**src/rtl/adi_pkg.sv**
```systemverilog
package adi_pkg;

  localparam int AGE_W = 16;
  localparam logic [AGE_W-1:0] AGE_MAX = '1;

  localparam logic [AGE_W-1:0] TIMEOUT_RST = 16'd2;
  localparam logic [AGE_W-1:0] BLOCK_RST   = 16'd40;

  localparam int CFG_IDX_W = 1;
  localparam logic [CFG_IDX_W-1:0] CFG_TIMEOUT = 1'b0;
  localparam logic [CFG_IDX_W-1:0] CFG_BLOCK   = 1'b1;

  // drive bit positions
  localparam int B_UP     = 0;
  localparam int B_DOWN   = 1;
  localparam int B_LEFT   = 2;
  localparam int B_RIGHT  = 3;
  localparam int B_ACTION = 4;

  typedef enum logic {
    OP_MSG  = 1'b0,
    OP_TICK = 1'b1
  } op_t;

  typedef struct packed {
    logic lim_right;
    logic lim_left;
    logic [4:0] cmd;
  } item_t;

  typedef struct packed {
    logic horizontal_blocked;
    logic vertical_blocked;
    logic timed_out;
    logic [4:0] drive;
  } result_t;

  function automatic logic [AGE_W-1:0] age_inc(input logic [AGE_W-1:0] a);
    age_inc = (a == AGE_MAX) ? AGE_MAX : a + AGE_W'(1);
  endfunction

endpackage

```
**src/rtl/adi_core.sv**
```systemverilog
module adi_core (
  input  logic                          clk,
  input  logic                          rst,
  input  logic                          cfg_we,
  input  logic [adi_pkg::CFG_IDX_W-1:0] cfg_index,
  input  logic [adi_pkg::AGE_W-1:0]     cfg_data,
  input  logic                          fire,
  input  adi_pkg::op_t                  op,
  input  adi_pkg::item_t                item,
  output adi_pkg::result_t              result
);
  import adi_pkg::*;

  logic [AGE_W-1:0] timeout_ticks;
  logic [AGE_W-1:0] block_ticks;
  logic [4:0]       commanded;
  logic [4:0]       applied;
  logic [AGE_W-1:0] msg_age;
  logic [AGE_W-1:0] v_age;
  logic [AGE_W-1:0] h_age;

  logic [AGE_W-1:0] msg_age_next;
  logic [AGE_W-1:0] v_age_cmp;
  logic [AGE_W-1:0] h_age_cmp;
  logic [4:0]       c_pair;
  logic [4:0]       c_to;
  logic [4:0]       c_out;
  logic             to;
  logic             vb;
  logic             hb;

  always_comb begin
    msg_age_next = age_inc(msg_age);
    c_pair = commanded;
    if (c_pair[B_LEFT] && c_pair[B_RIGHT]) begin
      c_pair[B_LEFT]  = 1'b0;
      c_pair[B_RIGHT] = 1'b0;
    end
    if (c_pair[B_UP] && c_pair[B_DOWN]) begin
      c_pair[B_UP]   = 1'b0;
      c_pair[B_DOWN] = 1'b0;
    end
    if (item.lim_left)  c_pair[B_LEFT]  = 1'b0;
    if (item.lim_right) c_pair[B_RIGHT] = 1'b0;
    to = msg_age_next > timeout_ticks;
    c_to = to ? 5'd0 : c_pair;
    v_age_cmp = |(applied[B_DOWN:B_UP] & ~c_to[B_DOWN:B_UP]) ? '0 : v_age;
    h_age_cmp = |(applied[B_RIGHT:B_LEFT] & ~c_to[B_RIGHT:B_LEFT]) ? '0 : h_age;
    vb = v_age_cmp < block_ticks;
    hb = h_age_cmp < block_ticks;
    c_out = c_to;
    if (vb) c_out[B_DOWN:B_UP]    = 2'b00;
    if (hb) c_out[B_RIGHT:B_LEFT] = 2'b00;
  end

  assign result = '{horizontal_blocked: hb, vertical_blocked: vb, timed_out: to,
                    drive: c_out};

  always_ff @(posedge clk) begin
    if (rst) begin
      timeout_ticks <= TIMEOUT_RST;
      block_ticks   <= BLOCK_RST;
    end else if (cfg_we) begin
      unique case (cfg_index)
        CFG_TIMEOUT: timeout_ticks <= cfg_data;
        CFG_BLOCK:   block_ticks   <= cfg_data;
        default: ;
      endcase
    end
  end

  always_ff @(posedge clk) begin
    if (rst) begin
      commanded <= '0;
      applied   <= '0;
      msg_age   <= AGE_MAX;
      v_age     <= '0;
      h_age     <= '0;
    end else if (fire) begin
      if (op == OP_MSG) begin
        commanded <= item.cmd;
        msg_age   <= '0;
      end else begin
        commanded <= c_out;
        applied   <= c_out;
        msg_age   <= msg_age_next;
        v_age     <= age_inc(v_age_cmp);
        h_age     <= age_inc(h_age_cmp);
      end
    end
  end

endmodule

```
**src/rtl/axis_drive_interlock_top.sv**
```systemverilog
// Drive interlock for an up/down and left/right axis plus an action output.
// Each input word is either a command message (tuser = 0) that stores five
// commanded bits and restarts the message age, or a control tick (tuser = 1)
// that applies pair cancel, end-stop masking, message timeout and the
// per-axis reversal block, and returns one result word. Messages return
// nothing. A word is registered on input and its result is registered on
// output, so one word is taken every clock while the result side keeps up;
// a stalled result holds a tick in the input stage, which then holds s_tready low.
// Registers are written through cfg_we/cfg_index/cfg_data: index 0 is the
// timeout in ticks, index 1 the block length in ticks.
module axis_drive_interlock_top (
  input  logic                          clk,
  input  logic                          rst,
  input  logic                          cfg_we,
  input  logic [adi_pkg::CFG_IDX_W-1:0] cfg_index,
  input  logic [adi_pkg::AGE_W-1:0]     cfg_data,
  input  logic                          s_tvalid,
  output logic                          s_tready,
  // cmd_up, cmd_down, cmd_left, cmd_right, cmd_action, lim_left, lim_right, pad
  input  logic [7:0]                    s_tdata,
  // operation
  input  logic                          s_tuser,
  output logic                          m_tvalid,
  input  logic                          m_tready,
  // drive_up, drive_down, drive_left, drive_right, drive_action, timed_out,
  // vertical_blocked, horizontal_blocked
  output logic [7:0]                    m_tdata
);
  import adi_pkg::*;

  logic    stg_valid;
  op_t     stg_op;
  item_t   stg_item;
  logic    advance;
  result_t result;

  assign advance  = stg_valid && (stg_op == OP_MSG || !m_tvalid || m_tready);
  assign s_tready = !stg_valid || advance;

  always_ff @(posedge clk) begin
    if (rst) begin
      stg_valid <= 1'b0;
    end else if (s_tready) begin
      stg_valid <= s_tvalid;
    end
  end

  always_ff @(posedge clk) begin
    if (s_tvalid && s_tready) begin
      stg_op   <= op_t'(s_tuser);
      stg_item <= item_t'(s_tdata[6:0]);
    end
  end

  adi_core u_core (
    .clk       (clk),
    .rst       (rst),
    .cfg_we    (cfg_we),
    .cfg_index (cfg_index),
    .cfg_data  (cfg_data),
    .fire      (advance),
    .op        (stg_op),
    .item      (stg_item),
    .result    (result)
  );

  always_ff @(posedge clk) begin
    if (rst) begin
      m_tvalid <= 1'b0;
    end else if (advance && stg_op == OP_TICK) begin
      m_tvalid <= 1'b1;
    end else if (m_tready) begin
      m_tvalid <= 1'b0;
    end
  end

  always_ff @(posedge clk) begin
    if (advance && stg_op == OP_TICK) begin
      m_tdata <= result;
    end
  end

  a_no_pair: assert property (@(posedge clk) disable iff (rst)
    m_tvalid |-> !(m_tdata[B_UP] && m_tdata[B_DOWN]) && !(m_tdata[B_LEFT] && m_tdata[B_RIGHT]))
    else $error("opposing drive pair active");

  a_timeout_off: assert property (@(posedge clk) disable iff (rst)
    m_tvalid && m_tdata[5] |-> m_tdata[4:0] == 5'd0)
    else $error("drive active after timeout");

  a_block_off: assert property (@(posedge clk) disable iff (rst)
    m_tvalid |-> !(m_tdata[6] && (m_tdata[B_UP] || m_tdata[B_DOWN])) &&
                 !(m_tdata[7] && (m_tdata[B_LEFT] || m_tdata[B_RIGHT])))
    else $error("blocked axis driven");

  a_msg_silent: assert property (@(posedge clk) disable iff (rst)
    advance && stg_op == OP_MSG && !m_tvalid |=> !m_tvalid)
    else $error("message produced a result");

endmodule
```
**config.mk**
```make
export PLATFORM = sky130hd
export DESIGN_NAME = axis_drive_interlock_top
export DESIGN_NICKNAME = d
export VERILOG_FILES = /design/src/rtl/adi_pkg.sv /design/src/rtl/adi_core.sv /design/src/rtl/axis_drive_interlock_top.sv
export SDC_FILE = /design/constraint.sdc
export NUM_CORES = 1
export LEC_CHECK = 0
export ABC_AREA = 1
export BUFFER_PORTS_ARGS = -buffer_cell sky130_fd_sc_hd__buf_2
export CORE_UTILIZATION = 61
export CTS_CLUSTER_DIAMETER = 200
export DETAILED_ROUTE_END_ITERATION = 7
export GPL_TIMING_DRIVEN = 0
export PLACE_DENSITY_LB_ADDON = 0.1
export RECOVER_POWER = 25
export SYNTH_ARGS = -nofsm -noshare
export SYNTH_HDL_FRONTEND = slang
export SYNTH_HIERARCHICAL = 1
export SYNTH_SLANG_ARGS = --single-unit
```
**constraint.sdc**
```tcl
create_clock -name clk -period 5.8 [get_ports clk]
set_input_delay 0.87 -clock clk [delete_from_list [all_inputs] [get_ports clk]]
set_output_delay 0.87 -clock clk [all_outputs]
set_load 0.02 [all_outputs]
```
Word level (Yosys, flattened, before mapping)

Index checks and enable logic that the tools add are counted.

$add $sub $neg: 3
Magnitude comparators: 3
Equality and inequality tests: 3
Muxes and demuxes: 16
Bitwise logic cells: 6
Reductions and logical operators: 16

Operators with widths:

| operator                                                        | count |
|---|---|
| 16-bit two-way mux                                              | 6 |
| 16-bit by 1-bit adder with 16-bit output, second input constant | 3 |
| 16-bit == test, second input constant                           | 3 |
| 16-bit less-than comparator                                     | 2 |
| 16-bit > comparator                                             | 1 |
| 5-bit two-way mux                                               | 2 |
| 2-bit two-way mux                                               | 4 |
| 2-bit AND reduction                                             | 3 |
| 1-bit logical AND                                               | 5 |
| 2-bit bitwise AND                                               | 2 |
| 1-bit two-way mux                                               | 4 |
| 2-bit inverter                                                  | 2 |
| 2-bit OR reduction                                              | 2 |
| 1-bit logical OR                                                | 3 |
| 1-bit zero test                                                 | 2 |
| 1-bit inverter                                                  | 2 |
| 2-bit nonzero test                                              | 1 |

Bits in registers: 107
Output and inout port bits: 10
Word-level logic and storage cells: 61

Depth between registers and ports, before layout

Gate-level depths: netlist (run 1).

Depth in word-level cells: 11
Mapped depth: 36
Depth with buffers taken out: 35

Hierarchy

Netlist (run 1), hierarchy kept.

By module, submodules not included:

| module                   | instances | cells an instance | area each (µm²) | sequential area each (µm²) |
|---|---|---|---|---|
| adi_core                 | 1         | 844               | 5809.3          | 1781.7 |
| axis_drive_interlock_top | 1         | 34                | 599.3           | 520.5 |

Least setup slack after synthesis (run 1)

Ideal clock, no wire load.

Path kind: reg-to-reg
From: reg u_core.msg_age[2]
To: reg m_tdata[0], data pin
Setup time: 252 ps
Arrival time: 4024 ps
Required time: 5548 ps
Setup slack: 1523 ps
Stages on the path, launching flop included: 35
Cell sequence: dfxtp_1 -> nand3_1 -> nor3_1 -> inv_1 -> nor2_1 -> inv_1 -> nor2_1 -> inv_1 -> nor2_1 -> inv_1 -> nor2_1 -> inv_1 -> o21ai_0 -> inv_1 -> a31oi_1 -> ha_1 -> a21oi_1 -> o21ai_0 -> a21oi_1 -> nand2_1 -> nand2_4 -> nand2_2 -> nand2_2 -> nand2_4 -> buf_2 -> nor2_1 -> ha_1 -> a21oi_1 -> o21ai_0 -> nand3_1 -> a21oi_1 -> a211oi_1 -> nand2_1 -> inv_1 -> nor2_1

RTL lines:

| element                  | RTL line                       | source |
|---|---|---|
| start: declaration       | adi_core.sv:18                 | `logic [AGE_W-1:0] msg_age;` |
| start signal: assignment | adi_core.sv:86                 | `msg_age <= msg_age_next;` |
| end signal: assignment   | axis_drive_interlock_top.sv:79 | `m_tdata <= result;` |
| end: declaration         | axis_drive_interlock_top.sv:27 | `output logic [7:0] m_tdata` |

==> impl_metrics.ini, run 1 <==
[status]
outcome = completed

[clocking]
cts_buffers = 9
cts_htree_levels = 3
cts_tree = done
cts_max_path_buffers = 2
cts_hold_buffers = 0
cts_setup_buffers = 0
clock-sinks = 107
clockRootBuffer = clkbuf_8
clock_latency_ps = 390
path_clk_slew_ps = 90

[drt]
initialDrtViolationCount = 490
route.detailed.drc = 0
drt-pass1-iter-count = 7
ant_nets = 0
via_per_inst = 5.61
wl_per_cell_um = 15.7
drt_wl_total_mm = 16.7
num_vias = 6001

[sta]
worst_pin_slew_ps = 704
clock_skew_ps = 11.6
finalHoldViolCount = 0
finalSetupTns_ps = 0
finalSetupViolations = 0
finalCritPeriodShare_pct = 92.9
fin_crit_ps = 5390
maxSlewHeadroom_pct = 53.1
fmax_mhz = 186
rsz0062_at_grt = no
final-max-slew-violation-count = 0

[final_layout]
layout-drive-gt1-share_pct = 12.2
filler_cell_count = 948
diodes = 0
area_delta_synth_final_pct = 8.32
layout.nets = 1004
final_util_pct = 67.5

[critical_path]
slowest_delay_ps = 430
rr_worst_depth = 34
crit_top_cell = inv_1
arrival_ps = 5540
cp_max_fo = 10
rr_startpoint = u_core/msg_age[2]$_SDFFE_PP1P_
crit_path_start = u_core/msg_age[2]$_SDFFE_PP1P_
crit_type = flop to flop
endpoint_kind = flop
crit_path_end = m_tdata[0]$_DFFE_PP_
ff2ff_setup_slack_ps = 410
crit_path_start_kind = flop
required_ps = 5960
cp_slowest_cell = dfxtp_1
r2r_end = m_tdata[0]$_DFFE_PP_

[floorplanning]
core_um2 = 10300
rows = 37
die-height_um = 105
start_util_pct = 62.4
die_w_um = 105
io_pins = 41
dieArea_um2 = 10900

[yosys]
yosys-top-cells-count = inv_1 (140), nand2_1 (128), a21oi_1 (96), dfxtp_1 (91), o21ai_0 (86)
synth-seq-cells = 107
synth_nets = 954
synth.top_cell.area_share_pct = 28.4
async_flop_share_pct = 0
yosysWarnings = 6
synth_cells = 878
synthFlopType = dfxtp_1
syn_area_um2 = 6410
yosysMostFrequentCell = inv_1
ys_types = 49
synth_edf_count = 16
ys_seq_area_share_pct = 35.9
syn_avg_cell_area_um2 = 7.30
synth_area_leader_cell = dfxtp_1
yosys-top-cells-area = dfxtp_1 (28%), ha_1 (8.8%), inv_1 (8.2%), a21oi_1 (7.5%), edfxtp_1 (7.5%)

[place]
port_buffers = 39
finalWeightedCongestion = 0.957
hpwl_mm = 12.9

[global_route]
grt-ovfl-total = 0
antenna_found_initial = 0
grt_pass1_wl_mm = 27.3
track_usage_pct = 32.1
grt_pass1_vias = 5782
grt_max_degree = 18

[pwr]
peakVddDrop_v = 0.000139
leakagePower_nw = 3.07
power_density_nw_per_um2 = 226

[run]
drv_cap = 0

[min_path]
hp-class = flop to flop
routing by layer:
layer	share of wire, %	vias to the layer above	global-route usage (%)
met5	0	-	0
met4	3.2	0	16.2
met3	6.6	44	4.89
met2	48	209	54.6
met1	43	2755	39.3
li1	-	2993	-
repair_timing:
item | 4_1_cts | 5_1_grt
gates resized for setup | 0 | 1
endpoints found under the setup margin | 0 | 3
hold endpoints to repair | 0 | 0
registers in the layout, indices dropped and copies added, names as in the netlist:
name	count
u_core/block_ticks	16
u_core/h_age	16
u_core/msg_age	16
u_core/timeout_ticks	16
u_core/v_age	16
m_tdata	8
stg_item	7
u_core/commanded	5
u_core/applied	4
m_tvalid	1
stg_op	1
stg_valid	1
layout make-up:
cell class / count / area [µm²] / share of cell area, %
Clock buffer: 11 / 131 / 1.89
Tap cell: 136 / 170 / 2.45
Inverter: 146 / 548 / 7.89
Clock inverter: 5 / 40.0 / 0.577
Timing Repair Buffer: 39 / 193 / 2.78
Multi-Input combinational cell: 593 / 3410 / 49.1
Sequential cell: 107 / 2300 / 33.2
Buffer: 32 / 150 / 2.16
worst max-delay path, delay by kind of cell, from the launching register on:
family | cells | cell delay [ps]
compound gates | 9 | 1260
simple gates | 15 | 2020
flops | 1 | 430
buf+inv | 8 | 840
fa+ha+maj | 2 | 590
cells in the final DEF, fill, tap and decap left out, types with 8 or more instances in the layout:
master      n
edfxtp_1   16
nand2_1   128
nor2_4      9
nand3_1    47
ha_1       45
buf_2      40
nand4_1    14
clkbuf_1   27
dfxtp_1    91
nor2_2     12
inv_1     140
a31oi_1    10
o21ai_0    86
clkbuf_8    9
nor2_1     72
nand2_2     9
nor3_1      8
a21oi_1    96
per-stage QoR:
stage	total power, W	setup WS, ps	instances	hold WS (ps)	cell area [µm²]
3_5_place_dp	0.00116	567	1053	458	6770
3_3_place_gp	0.00114	719	1053	450	6770
4_1_cts	0.00158	471	1069	472	6950
6_report	0.00157	411	1069	468	6940
5_1_grt	0.00166	31.4	1069	493	6940
2_1_floorplan	0.00107	1520	878	435	6410
cells by family after synthesis:
logic type               after synthesis  share of synthesized area (%)
XOR/XNOR                               9                           1.23
AO/OA/AOI/OAI                        216                           18.2
flip-flops                           107                           35.9
buffers and inverters                178                           10.9
adder cells (fa/ha/maj)               45                           8.79
AND/OR/NAND/NOR                      323                           24.9
where the power goes:
| group | switching [W] | leakage (nW) | internal (W) |
|---|---|---|---|
| Clock | 0.000257 | 0.0757 | 0.000158 |
| Sequential | 0.0000214 | 0.898 | 0.000794 |
| Combinational | 0.000217 | 2.10 | 0.000120 |
worst min path at each step:
stage | start | endpoint | cells after the start | slack [ps]
final | u_core/v_age[14]$_SDFFE_PP0P_ | u_core/v_age[14]$_SDFFE_PP0P_ | 2 | 470
after detailed placement | u_core/v_age[14]$_SDFFE_PP0P_ | u_core/v_age[14]$_SDFFE_PP0P_ | 2 | 460
after global placement | u_core/commanded[4]$_SDFFE_PP0P_ | u_core/commanded[4]$_SDFFE_PP0P_ | 2 | 450
after floorplan | u_core/timeout_ticks[10]$_SDFFE_PP0P_ | u_core/timeout_ticks[10]$_SDFFE_PP0P_ | 2 | 440
after global routing | u_core/v_age[14]$_SDFFE_PP0P_ | u_core/v_age[14]$_SDFFE_PP0P_ | 2 | 490
after CTS | u_core/v_age[14]$_SDFFE_PP0P_ | u_core/v_age[14]$_SDFFE_PP0P_ | 2 | 470
(Power assumes the default switching activity.)
==> run 2, diff against run 1 <==
--- a/config.mk
+++ b/config.mk
@@ -7,7 +7,9 @@
 export LEC_CHECK = 0
 export ABC_AREA = 1
 export BUFFER_PORTS_ARGS = -buffer_cell sky130_fd_sc_hd__buf_2
-export CORE_UTILIZATION = 61
+export CELL_PAD_IN_SITES_DETAIL_PLACEMENT = 1
+export CELL_PAD_IN_SITES_GLOBAL_PLACEMENT = 1
+export CORE_UTILIZATION = 45
 export CTS_CLUSTER_DIAMETER = 200
 export DETAILED_ROUTE_END_ITERATION = 7
 export GPL_TIMING_DRIVEN = 0
==> impl_metrics.ini, run 2 (synthesis results as in run 1) <==
[floorplanning]
die_w_um = 121
start_util_pct = 46.2
core_um2 = 13900
io_pins = 41
rows = 43
die-height_um = 121
dieArea_um2 = 14700

[clocking]
post_cts_resized = 0
clock-sinks = 107
clockRootBuffer = clkbuf_16
cts_buffers = 9
cts_htree_levels = 3
clock_latency_ps = 360
cts_tree = done
cts_setup_buffers = 0
cts_max_path_buffers = 2
path_clk_slew_ps = 80
cts_hold_buffers = 0

[critical_path]
arrival_ps = 5440
ff2ff_setup_slack_ps = 490
cp_slowest_cell = dfxtp_1
r2r_end = m_tdata[0]$_DFFE_PP_
endpoint_kind = flop
crit_type = flop to flop
slowest_delay_ps = 390
cp_max_fo = 10
rr_startpoint = u_core/msg_age[1]$_SDFFE_PP1P_
crit_top_cell = inv_1
rr_worst_depth = 34
crit_path_start_kind = flop
required_ps = 5920

[sta]
final-max-slew-violation-count = 0
worst_pin_slew_ps = 779
setup_slack_ps = 487
maxSlewHeadroom_pct = 48.0
finalSetupTns_ps = 0
finalHoldViolCount = 0
clock_skew_ps = 9.79
fmax_mhz = 188
finalCritPeriodShare_pct = 91.6
finalSetupViolations = 0
fin_crit_ps = 5310

[final_layout]
diodes = 0
layout-drive-gt1-share_pct = 13.1
final_common_cell = inv_1
final_util_pct = 51.5
layout.cells.non_filler = 1113
layout.nets = 1004
multi_input_area_um2 = 3430
filler_cell_count = 1822
final_cell_mix = inv_1 (140), nand2_1 (127), a21oi_1 (96)
register_area_um2 = 2300
area_delta_synth_final_pct = 11.6

[global_route]
grt-ovfl-total = 0
grt_pass1_vias = 6652
antenna_found_initial = 0
grt_max_degree = 19
track_usage_pct = 29.1
grt_pass1_wl_mm = 32.8

[drt]
drt-pass1-iter-count = 5
num_vias = 6099
drt_wl_total_mm = 20.1
route.detailed.drc = 0
via_per_inst = 5.48
ant_nets = 0
initialDrtViolationCount = 234
wl_per_cell_um = 18.0

[place]
hpwl_mm = 15.7
port_buffers = 39
finalWeightedCongestion = 0.917
placedCellCount = 1097
post-place-ws_ps = 244

[pwr]
p_comb_share_pct = 19.7
total_power_w = 0.00182
p_seq_share_pct = 45.0
p_int_w = 0.00126
p_sw_w = 0.000559
swShare_pct = 30.8
clkPwrFrac_pct = 35.3
leakagePower_nw = 3.14
power_density_nw_per_um2 = 254
peakVddDrop_v = 0.000161

[min_path]
min_from = u_core/timeout_ticks[5]$_SDFFE_PP0P_
whs_endpoint = u_core/timeout_ticks[5]$_SDFFE_PP0P_
hp-class = flop to flop
hold-path-cell-count = 2

[run]
drv_cap = 0

[status]
outcome = completed
==> run 2: changes by cell type in the layout (fill, tap and decap cells not counted), sizes merged <==
cell / delta
clkbuf: -2
buf: +1
inv: +2
bufinv: +1
clkinvlp: -2
==> run 2: power by group through the flow <==
stage               sequential [W]  combinational [W]  clock [W]
floorplan                 0.000830           0.000240          0
global placement          0.000831           0.000322          0
detailed placement        0.000834           0.000348          0
CTS                       0.000817           0.000353   0.000658
global route              0.000822           0.000404   0.000687
finish                    0.000817           0.000357   0.000642
==> run 2: worst max-delay path, delay by kind of cell, from the launching register on <==
| family | cells | cell delay, ps |
|---|---|---|
| flip-flops | 1 | 390 |
| AND/OR/NAND/NOR | 15 | 1970 |
| buffers and inverters | 8 | 830 |
| adder cells (fa/ha/maj) | 2 | 550 |
| AO/OA/AOI/OAI | 9 | 1350 |
==> run 2: layer usage <==
metal	up-vias	global-route usage, %	part of all wire (%)
met5	-	0	0
met4	0	14.0	3.5
met3	48	5.73	3.7
met2	121	52.3	50
met1	2931	32.6	43
li1	2999	-	-
==> run 2: how the worst max path moves through the flow <==
stage / startpoint / end / cells past startpoint
final: u_core/msg_age[1]$_SDFFE_PP1P_ / m_tdata[0]$_DFFE_PP_ / 34
after CTS: u_core/msg_age[2]$_SDFFE_PP1P_ / m_tdata[0]$_DFFE_PP_ / 34
after floorplan: u_core/msg_age[2]$_SDFFE_PP1P_ / m_tdata[0]$_DFFE_PP_ / 34
after detailed placement: u_core/msg_age[2]$_SDFFE_PP1P_ / m_tdata[0]$_DFFE_PP_ / 34
after global placement: u_core/msg_age[2]$_SDFFE_PP1P_ / m_tdata[0]$_DFFE_PP_ / 34
after global routing: u_core/msg_age[1]$_SDFFE_PP1P_ / m_tdata[0]$_DFFE_PP_ / 34
==> run 2: stage by stage <==
step	area (µm²)	hold WS [ps]
final	7150	467
after global routing	7150	488
after CTS	7130	467
after detailed placement	6830	456
after global placement	6830	455
after floorplan	6410	435
==> run 2: layout make-up <==
type | count | area share [%]
plain buffers | 32 | 2.10
clock buffers | 10 | 3.20
clock inverters | 6 | 0.997
inverters | 146 | 7.66
multi-input cells | 593 | 48.0
flip-flops and latches | 107 | 32.2
well taps | 180 | 3.15
repair buffers | 39 | 2.71
